<file path="config.mk">
export PLATFORM = sky130hd
export DESIGN_NAME = bstr_sqrt
export DESIGN_NICKNAME = d
export VERILOG_FILES = /design/src/rtl/core/bstr_pkg.sv /design/src/rtl/core/bstr_sqrt.sv
export SDC_FILE = /design/constraint.sdc
export NUM_CORES = 1
export LEC_CHECK = 0
export BUFFER_PORTS_ARGS = -buffer_cell sky130_fd_sc_hd__buf_2
export CELL_PAD_IN_SITES_DETAIL_PLACEMENT = 1
export CELL_PAD_IN_SITES_GLOBAL_PLACEMENT = 2
export CORE_AREA = 2 2 386 312
export DETAILED_ROUTE_END_ITERATION = 8
export DIE_AREA = 0 0 388 314
export PLACE_DENSITY = 0.69
export SYNTH_ARGS = -nofsm -noshare
export SYNTH_HDL_FRONTEND = slang
export SYNTH_SLANG_ARGS = --single-unit
export TNS_END_PERCENT = 20
</file>
<file path="constraint.sdc">
create_clock -name clk -period 8.05 [get_ports clk]
set_input_delay 1.61 -clock clk [delete_from_list [all_inputs] [get_ports clk]]
set_output_delay 1.61 -clock clk [all_outputs]
set_load 0.05 [all_outputs]
</file>
<file path="src/rtl/core/bstr_pkg.sv">
// ----------------------------------------------------------------------------
// bstr_pkg: shared types and constants for the beam-spot resolution unit
// Field widths, status codes, register indexes and the stage tag type.
// ----------------------------------------------------------------------------
package bstr_pkg;

  localparam int DIR_W   = 16;
  localparam int VAR_W   = 32;
  localparam int SQ_W    = 31;   // magnitude squared, at most 2^30
  localparam int DEN_W   = 32;   // sum of squares, at most 2^31
  localparam int NUM_W   = 63;   // weighted numerator, below 2^63
  localparam int QUO_W   = 40;   // floor(256*N/D), below 2^40
  localparam int ROOT_W  = 20;   // floor(sqrt(Q))
  localparam int SREM_W  = 22;   // square root partial remainder
  localparam int RMS_W   = 32;
  localparam int STAT_W  = 2;

  localparam logic [VAR_W-1:0] VAR_RESET = VAR_W'(100);
  localparam logic [RMS_W-1:0] RMS_MAX   = '1;

  // result status codes
  localparam logic [STAT_W-1:0] ST_OK    = 2'd0;
  localparam logic [STAT_W-1:0] ST_NODIR = 2'd1;
  localparam logic [STAT_W-1:0] ST_CHI2  = 2'd2;

  // configuration register indexes
  localparam logic REG_VAR_X = 1'b0;
  localparam logic REG_VAR_Y = 1'b1;

  // control carried beside the data through every stage
  typedef struct packed {
    logic                valid;
    logic [STAT_W-1:0]   status;
  } tag_t;

endpackage

</file>
<file path="src/rtl/core/bstr_sqrt.sv">
// ----------------------------------------------------------------------------
// bstr_sqrt: pipelined digit-by-digit integer square root
// One root bit per stage over 20 stages; the last stage is the output register.
// ----------------------------------------------------------------------------
module bstr_sqrt (
  input  logic                          clk,
  input  logic                          rst,
  input  logic                          en,
  input  bstr_pkg::tag_t                tag_in,
  input  logic [bstr_pkg::QUO_W-1:0]    quo,
  output bstr_pkg::tag_t                tag_out,
  output logic [bstr_pkg::ROOT_W-1:0]   root
);

  localparam int STEPS = bstr_pkg::ROOT_W;

  bstr_pkg::tag_t              tag [1:STEPS];
  logic [bstr_pkg::SREM_W-1:0] rem [1:STEPS];
  logic [bstr_pkg::ROOT_W-1:0] rt  [1:STEPS];
  logic [bstr_pkg::QUO_W-1:0]  wrd [1:STEPS];

  for (genvar i = 0; i < STEPS; i++) begin : g_step
    bstr_pkg::tag_t              t_src;
    logic [bstr_pkg::SREM_W-1:0] r_src;
    logic [bstr_pkg::ROOT_W-1:0] q_src;
    logic [bstr_pkg::QUO_W-1:0]  w_src;
    logic [bstr_pkg::SREM_W+1:0] shifted, trial, diff;
    logic                        take;

    if (i == 0) begin : g_load
      assign t_src = tag_in;
      assign r_src = '0;
      assign q_src = '0;
      assign w_src = quo;
    end else begin : g_chain
      assign t_src = tag[i];
      assign r_src = rem[i];
      assign q_src = rt[i];
      assign w_src = wrd[i];
    end

    // bring down two bits, try root*4+1
    assign shifted = {r_src, w_src[bstr_pkg::QUO_W-1:bstr_pkg::QUO_W-2]};
    assign trial   = {2'b00, q_src, 2'b01};
    assign diff    = shifted - trial;
    assign take    = (shifted >= trial);

    always_ff @(posedge clk) begin
      if (rst) begin
        tag[i+1].valid <= 1'b0;
      end else if (en) begin
        tag[i+1].valid <= t_src.valid;
      end
      if (en) begin
        tag[i+1].status <= t_src.status;
        rem[i+1] <= take ? diff[bstr_pkg::SREM_W-1:0] : shifted[bstr_pkg::SREM_W-1:0];
        rt[i+1]  <= {q_src[bstr_pkg::ROOT_W-2:0], take};
        wrd[i+1] <= {w_src[bstr_pkg::QUO_W-3:0], 2'b00};
      end
    end
  end

  assign tag_out = tag[STEPS];
  assign root    = rt[STEPS];

endmodule
</file>
Word-level counts from Yosys, hierarchy flattened. Memories as Yosys holds them, arrays and structs flattened. Cells that the tools add are included.

Flip-flop bits (word level): 0. Memory bits (writable): 1660. Bits of input ports: 46. Output and inout port bits: 23. Memories kept: 4.

Add/subtract/negate cells: 20. $lt $le $gt $ge: 20. Multiplexer cells: 46. Bitwise operators: 20.

Memory list: wrd (words 20, width 38, rd ports 19, clocked after Yosys merged registers in 0, wr ports 20, line bstr_sqrt.sv:20) `logic [bstr_pkg::QUO_W-1:0] wrd [1:STEPS];`; rem (words 20, width 22, rd ports 19, clocked after Yosys merged registers in 0, wr ports 20, line bstr_sqrt.sv:18) `logic [bstr_pkg::SREM_W-1:0] rem [1:STEPS];`; rt (words 20, width 20, rd ports 20, clocked after Yosys merged registers in 0, wr ports 20, line bstr_sqrt.sv:19) `logic [bstr_pkg::ROOT_W-1:0] rt [1:STEPS];`; tag (words 20, width 3, rd ports 20, clocked after Yosys merged registers in 0, wr ports 20, line bstr_sqrt.sv:17) `bstr_pkg::tag_t tag [1:STEPS];`.

Operators by type and width (number): 24-bit by 22-bit greater-or-equal comparator with 1-bit output (19); 22-bit 2-to-1 mux (20); 22-bit subtractor (19); 1-bit 2-to-1 mux (26); 1-bit OR (20); 2-bit by 1-bit subtractor with 3-bit output (second input constant) (1); 2-bit by 1-bit greater-or-equal comparator with 1-bit output (second input constant) (1).

Longest topological paths before layout. Gate-level depths: netlist of run 1.

Word-level depth: 4. Gate-level depth with buffers: 13. Mapped depth without buffers: 11.

Worst setup path before layout of run 1. OpenSTA, ideal clock, no wires.

Path type: reg-to-reg. Start: reg rem[0][229] (netlist name). End: reg rem[0][262] (netlist name). Library setup time: 0.258 ns. Arrival time: 2.759 ns. Data required time: 7.792 ns. Path slack: 5.033 ns. Cell stages (with the launch flop): 9. Buffers on the path: 0. Cells stage by stage: edfxtp_1 ha_1 nand4_1 or4b_2 nor4b_1 nor3_1 nor3_1 or3b_2 xnor2_1.

==> results of run 1 <==
[registers in the layout, summed over array words and instances, names as in the netlist]
signal,cells
tag,60
wrd,380
rt,210
rem,390
[synth_stat cells, types with 29 or more instances]
library cell	instances
sky130_fd_sc_hd__edfxtp_1	1040
sky130_fd_sc_hd__inv_1	281
sky130_fd_sc_hd__ha_1	231
sky130_fd_sc_hd__nand2_1	220
sky130_fd_sc_hd__nor2_1	204
sky130_fd_sc_hd__a21oi_1	188
sky130_fd_sc_hd__o21ai_0	188
sky130_fd_sc_hd__xnor2_1	161
sky130_fd_sc_hd__xor2_1	138
sky130_fd_sc_hd__nor3_1	83
sky130_fd_sc_hd__a21o_1	51
sky130_fd_sc_hd__nand3_1	44
sky130_fd_sc_hd__o21a_1	44
sky130_fd_sc_hd__nand2b_1	40
sky130_fd_sc_hd__clkbuf_1	39
sky130_fd_sc_hd__nor4_1	39
sky130_fd_sc_hd__nand4_1	37
sky130_fd_sc_hd__or3_1	36
sky130_fd_sc_hd__mux2_2	32
sky130_fd_sc_hd__nor2b_1	32
sky130_fd_sc_hd__and2_1	29
[how the worst max path moves through the flow]
| stage | startpoint | to | slack, ns | cells after the start |
|---|---|---|---|---|
| finish | rem[0][78] | rem[0][103] | 4.29 | 8 |
| CTS | rem[0][78] | rem[0][103] | 4.22 | 8 |
| global placement | en | rem[0][82] | 4.04 | 3 |
| detailed placement | en | rem[0][82] | 3.97 | 3 |
| global route | rem[0][78] | rem[0][103] | 3.95 | 8 |
| floorplan | rem[0][229] | rem[0][262] | 5.03 | 8 |
[per-layer routing]
| layer | up-vias | part of all wire, % | track usage (%) |
|---|---|---|---|
| met5 | - | 0 | 0 |
| met2 | 279 | 43 | 23.2 |
| met1 | 12700 | 51 | 22.6 |
| met4 | 0 | 1.8 | 3.45 |
| li1 | 13100 | - | - |
| met3 | 121 | 3.5 | 2.89 |
[kinds of logic (layout without fill, tap and decap cells)]
logic type / Yosys count / count (layout) / synth area share [%]
other cells: 1 / 1 / 0.00800
buf+inv: 330 / 573 / 2.69
fa+ha+maj: 231 / 231 / 6.17
xor+xnor: 299 / 299 / 5.59
simple gates: 887 / 887 / 9.68
mux: 39 / 39 / 0.919
compound gates: 634 / 634 / 8.29
flops: 1040 / 1040 / 66.7
[power by group]
group	internal (mW)	switching, mW	leakage, nW
Combinational	0.886	1.20	8.15
Clock	3.08	2.16	1.81
Sequential	6.71	0.341	10.0
[worst max-delay path, cell delays in order (launching register included)]
cell and delay, ns:
sky130_fd_sc_hd__edfxtp_1 0.44, sky130_fd_sc_hd__or4_1 0.61, sky130_fd_sc_hd__nor4b_1 0.40, sky130_fd_sc_hd__nor3b_1 0.39
sky130_fd_sc_hd__nor4b_2 0.95, sky130_fd_sc_hd__nor4b_1 0.24, sky130_fd_sc_hd__nand2_1 0.24, sky130_fd_sc_hd__nor3_1 0.08
sky130_fd_sc_hd__xor2_1 0.14
[area by class of cell]
cell class,instances,area share [%]
flip-flops and latches,1040,59.0
multi-input cells,2091,27.2
clock buffers,126,5.27
well taps,1552,3.67
inverters,281,1.99
clock inverters,75,1.81
repair buffers,91,1.08
[per-stage QoR]
stage | instance area (um^2) | utilization (%)
detailed placement | 49200 | 41.7
finish | 52900 | 44.9
global placement | 49200 | 41.7
global route | 52900 | 44.9
floorplan | 46800 | -
CTS | 52900 | 44.9
==> results by stage, run 1 <==
Layout:
- Summing all flip-flop and latch instances after layout gives 31,200 um^2.
- The area of combinational cells with multiple inputs is 14,400 um^2.
- 0 antenna diodes ended up in the layout.
- The most common cell after layout, fill and taps aside is sky130_fd_sc_hd__edfxtp_1.
- The number of inserted filler cells in the final layout is 12,000.
- Once layout is complete, the cells apart from fillers number 5,256.
- The relative area change from synthesis to final layout is 13.0%.
- The fraction of final layout cells with drive strength greater than 1 is ~8.9%.
- The final-stage net count is 3,890.
- The library cells used most frequently in the layout, excluding fill and tap cells, are 1,040 x sky130_fd_sc_hd__edfxtp_1, 281 x sky130_fd_sc_hd__inv_1, 231 x sky130_fd_sc_hd__ha_1.

Clocking:
- The number of buffers between clock root and the deepest sink is 3.
- The clock latency on the worst-skew pair is 0.73 ns.
- The number of buffers added to fix hold violations after cts is 0.
- TritonCTS built the clock tree.
- Clock tree synthesis selected as its root buffer the cell sky130_fd_sc_hd__clkbuf_16.
- Clock-pin slew was measured on the worst setup and hold paths at about 0.06 ns.
- Buffers added to address setup during post-CTS repair amount to 0.
- CTS saw 1,040 sinks.
- The number of gates resized after CTS was 0.
- The TritonCTS buffer count is 108.
- The H-tree generated during clock tree synthesis spans 3 levels.

Power and ir drop:
- The power density relative to cell area is 272 nW/um^2.
- The static leakage is 20.0 nW.
- The completed layout was analyzed and its total power is 14.4 mW.
- The maximum VDD drop is around 0.00018 V.

STA:
- After layout, the worst setup slack is 4.29 ns.
- Measured against its own limit, the worst slew margin works out to 26.4%.
- The shortest clock period the worst path allows after layout is 3.76 ns.
- The post-route setup TNS is 0 ns.
- For the pin with the worst max-slew slack, the measured transition is 1.10 ns.
- Hold is met by 0.398 ns.
- The max-slew violation count was 0.
- Setup repair after global routing left no endpoint under its margin.
- The final hold violation count was 0.
- The fmax is 266 MHz.
- Between clock sinks in the finished design, the worst skew comes to 0.0618 ns.
- Of the available clock period, the critical path in the final layout requires 46.7%.
- Setup violations remaining at the end of the flow were counted as 0.

Setup path:
- The maximum fanout along the worst path is 12.
- At the worst endpoint, the arrival time is around 4.2 ns.
- The critical register-to-register path endpoint is rem[0][103].
- Data on the critical path is required at its endpoint by ~8.5 ns.
- The kind of end point of the critical path is a register.
- The start of the worst register-to-register path is rem[0][78].
- The number of cells on the worst reg-to-reg path is 8.
- The kind of start point of the critical path is a register.
- The worst setup path is of the reg2reg kind.
- The flop-to-flop setup slack is between 4 and 5 ns.

Die:
- The core region is about 120,000 um^2.
- After floorplanning, the core was divided into 113 placement rows.
- For this design the top-level I/O count stands at 69.
- The die is between 300 and 400 um wide.
- The effective utilization at floorplan is 39.7%.
- The die covers 122,000 um^2.
- In this run the vertical extent of the chip is 314 um.

Global routing:
- The wire length of the first global-routing pass is between 100,000 and 150,000 um.
- The pin count of the biggest net entering global routing is 179.
- The number of global-route vias before repair is 27,000.
- Summed over all layers, the global routing overflow is 0.
- For this run, the total global-route usage over all layers was measured as 15.2%.
- The number of antenna violations at the first check in global routing is 0.

Synth:
- The top cell type by area accounts for roughly two thirds of the synthesized area.
- After synthesis, flip-flops and latches occupy 66.7% of the total area.
- In this run, distinct cell masters in the synthesized netlist total 80.
- The number of enable flip-flop cells after synthesis is 1,040.
- The per-instance average area after synthesis is around 14 um^2.
- After synthesis, the cell types taking the most area are sky130_fd_sc_hd__edfxtp_1 67%, sky130_fd_sc_hd__ha_1 6.2%, sky130_fd_sc_hd__xnor2_1 3.0%.
- The number of warnings reported in the yosys synthesis log is 0.
- The number of nets produced by synthesis is 3,738.
- The number of instances in the synthesized netlist is 3,461.
- In this run, synthesis produced a sequential element count of 1,040.
- Among all flip-flop cells after synthesis, the most frequent one is sky130_fd_sc_hd__edfxtp_1.
- The synthesized design spends more area on one cell type than any other, namely sky130_fd_sc_hd__edfxtp_1.
- The cell area after synthesis is 46,800 um^2.
- The share of async-settable or async-resettable flops after synthesis is 0%.

Placed design:
- Counting tap cells, the placed design contains a total of 5,055 instances.
- The placer congestion estimate is 0.839.
- The sum of net half-perimeters after detailed placement is about 66,000 um.
- Input and output buffers added on the ports amount to just under 70.
- Timing analysis after detailed placement gives a worst setup slack of 3.97 ns.

Worst hold path:
- The worst hold path passes through 0 cells.
- The source of the worst hold timing path is wrd[0][210].
- In this run the worst hold path is classified as reg2reg.
- The end point of the most critical hold path is wrd[0][250].

Routing:
- In the final routed layout, each cell accounts on average for 17.5 um.
- For this run, design rule violations remaining after detail routing come to 0.
- In this run the remaining antenna-violating nets after routing total 0.
- The via count of the routed design is 26,300.
- After the first detailed-routing iteration, the DRC count stood at between 1,000 and 1,500.
- Before antenna repair, the detailed router went through 7 iterations.
- Using the TritonRoute via totals, the vias-per-cell ratio works out to between 5 and 6.
- The total wire length after detailed routing is about 92,000 um.

Flow run:
- The number of maximum-capacitance violations is 0.

Status:
- The flow ran to the end, and the final reports show no timing, DRC or antenna violations.
(Power assumes the default switching activity.)
==> inputs of run 2 (changes only) <==
Clock period 8.05 ns to 3.85 ns, I/O delays scaled along.
==> run 2 against run 1 <==
  * Cell area about the same
  * First-iteration DRC count up 7.1%
  * Clock-buffer cell count decreased by 4
  * Die area unchanged
  * Worst setup slack got worse by 3.8 ns
  * Clock skew fell by 0.012 ns
  * Core utilization about the same
  * Critical endpoint is now rem[0][393]
==> results by stage, run 2 (synthesis results as in run 1) <==
STA:
- The final cycle utilization of the critical path is 87.4% (+41 points).
- Setup repair after global routing left no endpoint under its margin.
- The relative slew slack is 37.8% (+11 points).
- The post-route setup TNS was 0 ns (unchanged).
- The pin slew with the least headroom to its limit is 0.934 ns (-0.168 ns).
- The final number of setup-violating endpoints is 0 (unchanged).
- The fmax is 297 MHz (+12%).
- The maximum clock skew at final layout came to 0.0503 ns (-0.0115 ns).
- The final hold violation count is 0 (unchanged).
- The shortest clock period the worst path allows after layout is 3.37 ns (-0.393 ns).
- The max-slew violation count came to 0 (unchanged).

Global routing:
- The overall overflow remaining after global route came to 0 (unchanged).
- The pin count of the biggest net entering global routing is 151 (-16%).
- The wire length of the first global-routing pass is 149,000 um (-0.27%).
- The number of antenna violations at the first check in global routing was 1 (+1).
- The number of global-route vias before repair is 26,800 (-0.69%).
- The global-route usage over all layers was 15.2% (-0.040 points).

Status:
- The flow ran to the end, and the final reports show no timing, DRC or antenna violations.

Setup path:
- The number of buffers and inverters on the critical path is 0 (unchanged).
- The kind of cell with the highest combined delay on the critical path is simple AND/OR/NAND/NOR gates.
- The data required time of the critical path is 4.30 ns (-4.22 ns).
- The critical path's slowest cell is sky130_fd_sc_hd__or4_1.
- The critical path arrival is 3.82 ns (-0.41 ns).
- The cell seen most often among critical-path stages is sky130_fd_sc_hd__a21oi_1.
- The worst setup path is launched from a register.
- The biggest cell delay along the critical path is 0.51 ns (-0.44 ns).
- The startpoint-to-endpoint class of the critical path is reg2reg.
- The maximum fanout along the worst path came to 6 (-6).
- Traced cell by cell, the critical path runs through ha_1 > a21oi_1 > a21oi_1 > or3_1 > or4_1 > a21oi_1 > nor2b_1 > o211ai_1 > mux2_2.
- The kind of end point of the critical path is a register.

Routing:
- The routed wire length per instance came to 17.4 um (-0.53%).
- The initial detailed-routing violation count is 1,565 (+7.1%).
- The total wire length after detailed routing is 91,700 um (-0.24%).
- The number of nets still failing antenna checks after routing is 0 (unchanged).
- The via count of the routed design is 26,300 (+0.17%).
- The ratio of routed vias to standard cells is 4.99 (-0.12%).
- The first-pass detailed-route iteration total was 8 (+1).
- The DRC violation count after routing came to 0 (unchanged).

Clocking:
- The clock transition at the register clock pins on the worst setup and hold paths after CTS is 0.06 ns (about the same).
- The number of buffers between clock root and the deepest sink was 3 (unchanged).
- The total clock sinks is 1,040 (unchanged).
- The root buffer cell is sky130_fd_sc_hd__clkbuf_16.
- The total number of H-tree levels is 3 (unchanged).
- The number of instances resized during post-cts repair is 0 (unchanged).
- The clock latency on the worst-skew pair came to 0.73 ns (about the same).
- The number of buffers added to fix hold violations after cts is 0 (unchanged).
- The number of buffers inserted by post-CTS setup repair is 0 (unchanged).
- The TritonCTS buffer count is 105 (-2.8%).
- TritonCTS built the clock tree.

Die:
- The die extent in x came to 388 um (unchanged).
- The full die area is 122,000 um^2 (unchanged).
- The number of rows in the core area came to 113 (unchanged).
- The effective utilization at floorplan is 39.7% (unchanged).
- The number of top-level design ports was 69 (unchanged).
- The chip height is 314 um (unchanged).
- The floorplan core area is 118,000 um^2 (unchanged).

Placed design:
- The sum of net half-perimeters after detailed placement is 66,100 um (+0.74%).
- The placer congestion estimate is 0.792 (-5.6%).
- The standard cell area after detailed placement is 49,500 um^2 (+0.55%).
- The number of buffer cells added on primary ports came to 68 (unchanged).

Layout:
- The most common cell after layout, fill and taps aside is sky130_fd_sc_hd__edfxtp_1.
- The register with the most flip-flops in the final layout is rem.
- The fraction of final layout cells with drive strength greater than 1 came to 9.17% (+0.31 points).
- The final-stage net count is 3,913 (+0.59%).
- Leaving out fill and tap cells, the most frequent cells in the layout are 1,040 x sky130_fd_sc_hd__edfxtp_1, 281 x sky130_fd_sc_hd__inv_1, 231 x sky130_fd_sc_hd__ha_1.
- The relative area change from synthesis to final layout came to 12.9% (about the same).
- The antenna diode count is 0 (unchanged).
- The final cell area excluding filler cells is 52,900 um^2 (about the same).
- The largest registers in the layout are rem x390, wrd x380, rt x210.
- The flip-flop count of the largest register after layout was 390 (unchanged).

Worst hold path:
- The path class of the lowest-slack min-delay path is in2reg.

Flow run:
- The number of maximum-capacitance violations is 0 (unchanged).

Power and ir drop:
- The power density relative to cell area is 554 nW/um^2 (+100%).
- The maximum VDD drop is 0.000439 V (+140%).
- The static leakage is 20.0 nW (about the same).
[run 2: routing by layer]
| layer | part of all wire [%] | wire length, um | global-route usage (%) | up-vias |
|---|---|---|---|---|
| met3 | 3.6 | 3270 | 2.75 | 115 |
| met5 | 0 | 0 | 0 | - |
| met2 | 42 | 38300 | 22.0 | 290 |
| met4 | 1.8 | 1650 | 3.62 | 0 |
| met1 | 53 | 48600 | 23.6 | 12800 |
| li1 | - | - | - | 13200 |
[run 2: power by group]
group	switching (mW)	internal [mW]	total (mW)
combinational	2.53	1.88	4.42
sequential	0.716	14.0	14.7
clock	4.38	5.77	10.2
total	7.63	21.7	29.3
[run 2: worst paths after layout]
path | slack [ns] | cells past startpoint | start | end
worst max register to register | 0.48 | 9 | rem[0][353] | rem[0][393]
worst max-delay path | 0.48 | 9 | rem[0][353] | rem[0][393]
worst min register to register | 0.40 | 0 | wrd[0][290] | wrd[0][330]
worst min-delay path | 0.21 | 1 | quo[36] | wrd[0][74]
[run 2: cell type report]
class	instances	area, um^2
clock buffer	122	2690
tap	1552	1940
clock inverter	68	751
inverter	281	1050
fill	12100	65000
sequential	1040	31200
multi-input combinational	2091	14400
timing repair buffer	117	843
[run 2: metrics by stage]
step	util [%]	total power [mW]	setup WS (ns)	std cells	hold WS, ns
after global placement	41.9	19.3	0.577	5081	0.400
after floorplan	-	17.9	0.833	3461	0.400
final	44.9	29.3	0.484	5271	0.211
after global routing	44.9	30.8	0.254	5271	0.139
after detailed placement	41.9	19.4	0.564	5081	0.405
after CTS	44.9	29.7	0.487	5271	0.131
==> inputs of run 3 (changes only) <==
Settings changed: CELL_PAD_IN_SITES_DETAIL_PLACEMENT 1 to 0, CELL_PAD_IN_SITES_GLOBAL_PLACEMENT 2 to 1, CORE_AREA 2 2 386 312 to 2 2 336 271, DIE_AREA 0 0 388 314 to 0 0 338 273, PLACE_DENSITY 0.69 to 0.77.
Clock period 3.85 ns to 3.18 ns, I/O delays scaled along.
==> run 3 against run 2 <==
  * Via count rose by 2.4%
  * Power rose by 21%
  * Sequential share of layout area fell by 0.070 points
  * Critical endpoint is now rem[0][424]
  * Clock-buffer cell count fell by 13
  * Largest power group unchanged
  * First-iteration DRC count rose by 22%
  * Worst hold slack got worse by 0.10 ns
  * Highest routed layer unchanged
==> results by stage, run 3 (synthesis results as in run 1) <==
Status:
- The run finished with clean final reports.

Setup path:
- The kind of cell with the highest combined delay on the critical path is simple AND/OR/NAND/NOR gates.
- The worst setup path is launched from a register.
- The biggest cell delay along the critical path is 0.41 ns (-0.10 ns).
- Among all stages on the critical path, the largest delay is contributed by sky130_fd_sc_hd__edfxtp_1.
- The cell count of the worst reg-to-reg path was 8 (-1).
- The maximum fanout along the worst path is 19 (+13).
- The data required time of the critical path is 3.57 ns (-0.73 ns).
- The flop-to-flop setup slack is 0.09 ns (-0.39 ns).
- The most critical setup path has its endpoint at rem[0][424].
- The critical path launch point is rem[0][409].
- STA classifies the critical path endpoint as a register.
- The depth of the critical timing path with buffers and inverters included is 8 (-1).
- The number of buffers and inverters on the critical path was 1 (+1).
- The critical path arrival is 3.49 ns (-0.33 ns).
- The start of the worst register-to-register path is rem[0][409].
- The startpoint-to-endpoint class of the critical path is reg2reg.
- The critical path goes through ha_1 > nand2_1 > nor2_1 > nand4_1 > o31a_1 > a22oi_2 > buf_4 > mux2_2.
- The critical register-to-register path endpoint is rem[0][424].

Clocking:
- TritonCTS built the clock tree.
- The total number of H-tree levels is 3 (unchanged).
- The clock latency on the worst-skew pair is 0.69 ns (-0.04 ns).
- The root buffer cell chosen for the clock tree is sky130_fd_sc_hd__clkbuf_16.
- The TritonCTS buffer count is 101 (-3.8%).
- The clock transition at the register clock pins on the worst setup and hold paths after CTS is 0.06 ns (about the same).
- The number of buffers added to fix hold violations after cts came to 0 (unchanged).
- The total clock sinks is 1,040 (unchanged).
- The number of buffers between clock root and the deepest sink is 3 (unchanged).

STA:
- Setup repair after global routing could not meet its margin everywhere.
- The worst hold slack was 0.108 ns (-0.103 ns).
- The fmax came to 324 MHz (+8.9%).
- The final number of setup-violating endpoints was 0 (unchanged).
- The pin slew with the least headroom to its limit is 1.01 ns (+0.0753 ns).
- The final cycle utilization of the critical path came to 97.2% (+9.8 points).
- The shortest clock period the worst path allows after layout is 3.09 ns (-0.275 ns).
- The final hold violation count was 0 (unchanged).
- The final worst slack is 0.0898 ns (-0.395 ns).
- The relative slew slack is 32.6% (-5.2 points).
- The max-slew violation count is 0 (unchanged).
- The maximum clock skew at final layout is 0.0633 ns (+0.0130 ns).

Layout:
- The antenna diode count came to 0 (unchanged).
- The final cell area excluding filler cells is 53,000 um^2 (+0.12%).
- Leaving out fill and tap cells, the most frequent cells in the layout are 1,040 x sky130_fd_sc_hd__edfxtp_1, 281 x sky130_fd_sc_hd__inv_1, 229 x sky130_fd_sc_hd__ha_1.
- The most common cell after layout, fill and taps aside is sky130_fd_sc_hd__edfxtp_1.
- The largest register by flop count is rem.
- The fraction of final layout cells with drive strength greater than 1 is 10.9% (+1.8 points).
- The largest registers in the layout are rem x390, wrd x380, rt x210.
- The final-stage net count is 3,942 (+0.74%).
- The flip-flop count of the largest register after layout was 390 (unchanged).
- From synthesis to final layout, the design area changed by 13.0%.

Placed design:
- The worst slack after detailed placement is 0.0401 ns (-0.524 ns).
- The sum of net half-perimeters after detailed placement was 58,700 um (-11%).
- The standard cell area after detailed placement came to 49,300 um^2 (-0.37%).
- The number of buffer cells added on primary ports is 68 (unchanged).
- The placer congestion estimate is 0.912 (+15%).

Power and ir drop:
- The static leakage was 20.2 nW (+1.0%).
- The maximum VDD drop is 0.000578 V (+32%).
- The power density relative to cell area is 672 nW/um^2 (+21%).

Routing:
- The DRC violation count after routing is 0 (unchanged).
- The total wire length after detailed routing is 82,900 um (-9.6%).
- The initial detailed-routing violation count is 1,903 (+22%).
- The first-pass detailed-route iteration total was 6 (-2).
- The number of nets still failing antenna checks after routing is 0 (unchanged).
- The routed wire length per instance is 16.8 um (-3.7%).
- The via count of the routed design was 27,000 (+2.4%).
- The ratio of routed vias to standard cells is 5.45 (+9.1%).

Flow run:
- The number of maximum-capacitance violations was 0 (unchanged).

Global routing:
- The global-route usage over all layers came to 18.1% (+2.9 points).
- The number of antenna violations at the first check in global routing was 1 (unchanged).
- The overall overflow remaining after global route was 0 (unchanged).
- The wire length of the first global-routing pass is 135,000 um (-9.3%).
- The pin count of the biggest net entering global routing came to 112 (-26%).
- The number of global-route vias before repair came to 26,200 (-2.3%).

Die:
- The full die area is 92,300 um^2 (-24%).
- The number of top-level design ports is 69 (unchanged).
- The chip height came to 273 um (-13%).
- The die extent in x came to 338 um (-13%).
- The number of rows in the core area is 98 (-13%).
- The effective utilization at floorplan is 52.7% (+13 points).
- The floorplan core area was 88,900 um^2 (-25%).

Worst hold path:
- The instance count along the most critical hold path is 1 (unchanged).
- The path class of the lowest-slack min-delay path is in2reg.
- The worst hold path begins at quo[3].
==> run 3: changes by cell type in the layout (fill, tap and decap cells not counted), sizes merged <==
cell	previous run	this run
clkbuf	122	109
clkinv	51	53
buf	117	150
bufinv	11	16
clkinvlp	5	7
==> run 3: final cells by class <==
cell class              count  area (um^2)
clock buffers             109         2560
clock inverters            77          943
fillers                  6829        35900
inverters                 281         1050
multi-input cells        2091        14600
flip-flops and latches   1040        31200
well taps                1200         1500
repair buffers            150         1120
==> run 3: per-layer routing <==
layer  global-route usage (%)  up-vias  part of all wire (%)
met5                        0        -                     0
met4                     4.78        0                   2.2
met3                     2.63      136                   5.0
met2                     27.0      631                    44
met1                     27.8    12900                    49
li1                         -    13200                     -
==> run 3: through the flow <==
| step | power [mW] | std cells | setup TNS (ns) | util [%] |
|---|---|---|---|---|
| after global routing | 37.3 | 4948 | -0.0266 | 59.6 |
| after floorplan | 21.6 | 3461 | 0 | - |
| after detailed placement | 23.4 | 4760 | 0 | 55.4 |
| after global placement | 23.2 | 4760 | 0 | 55.4 |
| final | 35.6 | 4948 | 0 | 59.6 |
| after CTS | 35.8 | 4946 | 0 | 59.4 |
==> run 3: repair_timing <==
action,in CTS,in global routing
gates cloned,0,0
hold endpoints to repair,0,0
setup endpoints to repair,1,92
gates resized for setup,1,39
pin swaps,0,5
setup buffers,0,2
==> run 3: worst min path at each step <==
stage	slack [ns]	to
after floorplan	0.40	tag[0][10]
after global placement	0.40	wrd[0][568]
after detailed placement	0.40	tag[0][27]
after CTS	0.05	wrd[0][57]
after global routing	0.06	wrd[0][57]
final	0.11	wrd[0][41]
==> run 3: report_power, final <==
part	total, mW	internal (mW)	switching, mW
Combinational	5.41	2.38	3.03
Sequential	17.8	17.0	0.828
Clock	12.4	7.18	5.18
Total	35.6	26.5	9.03
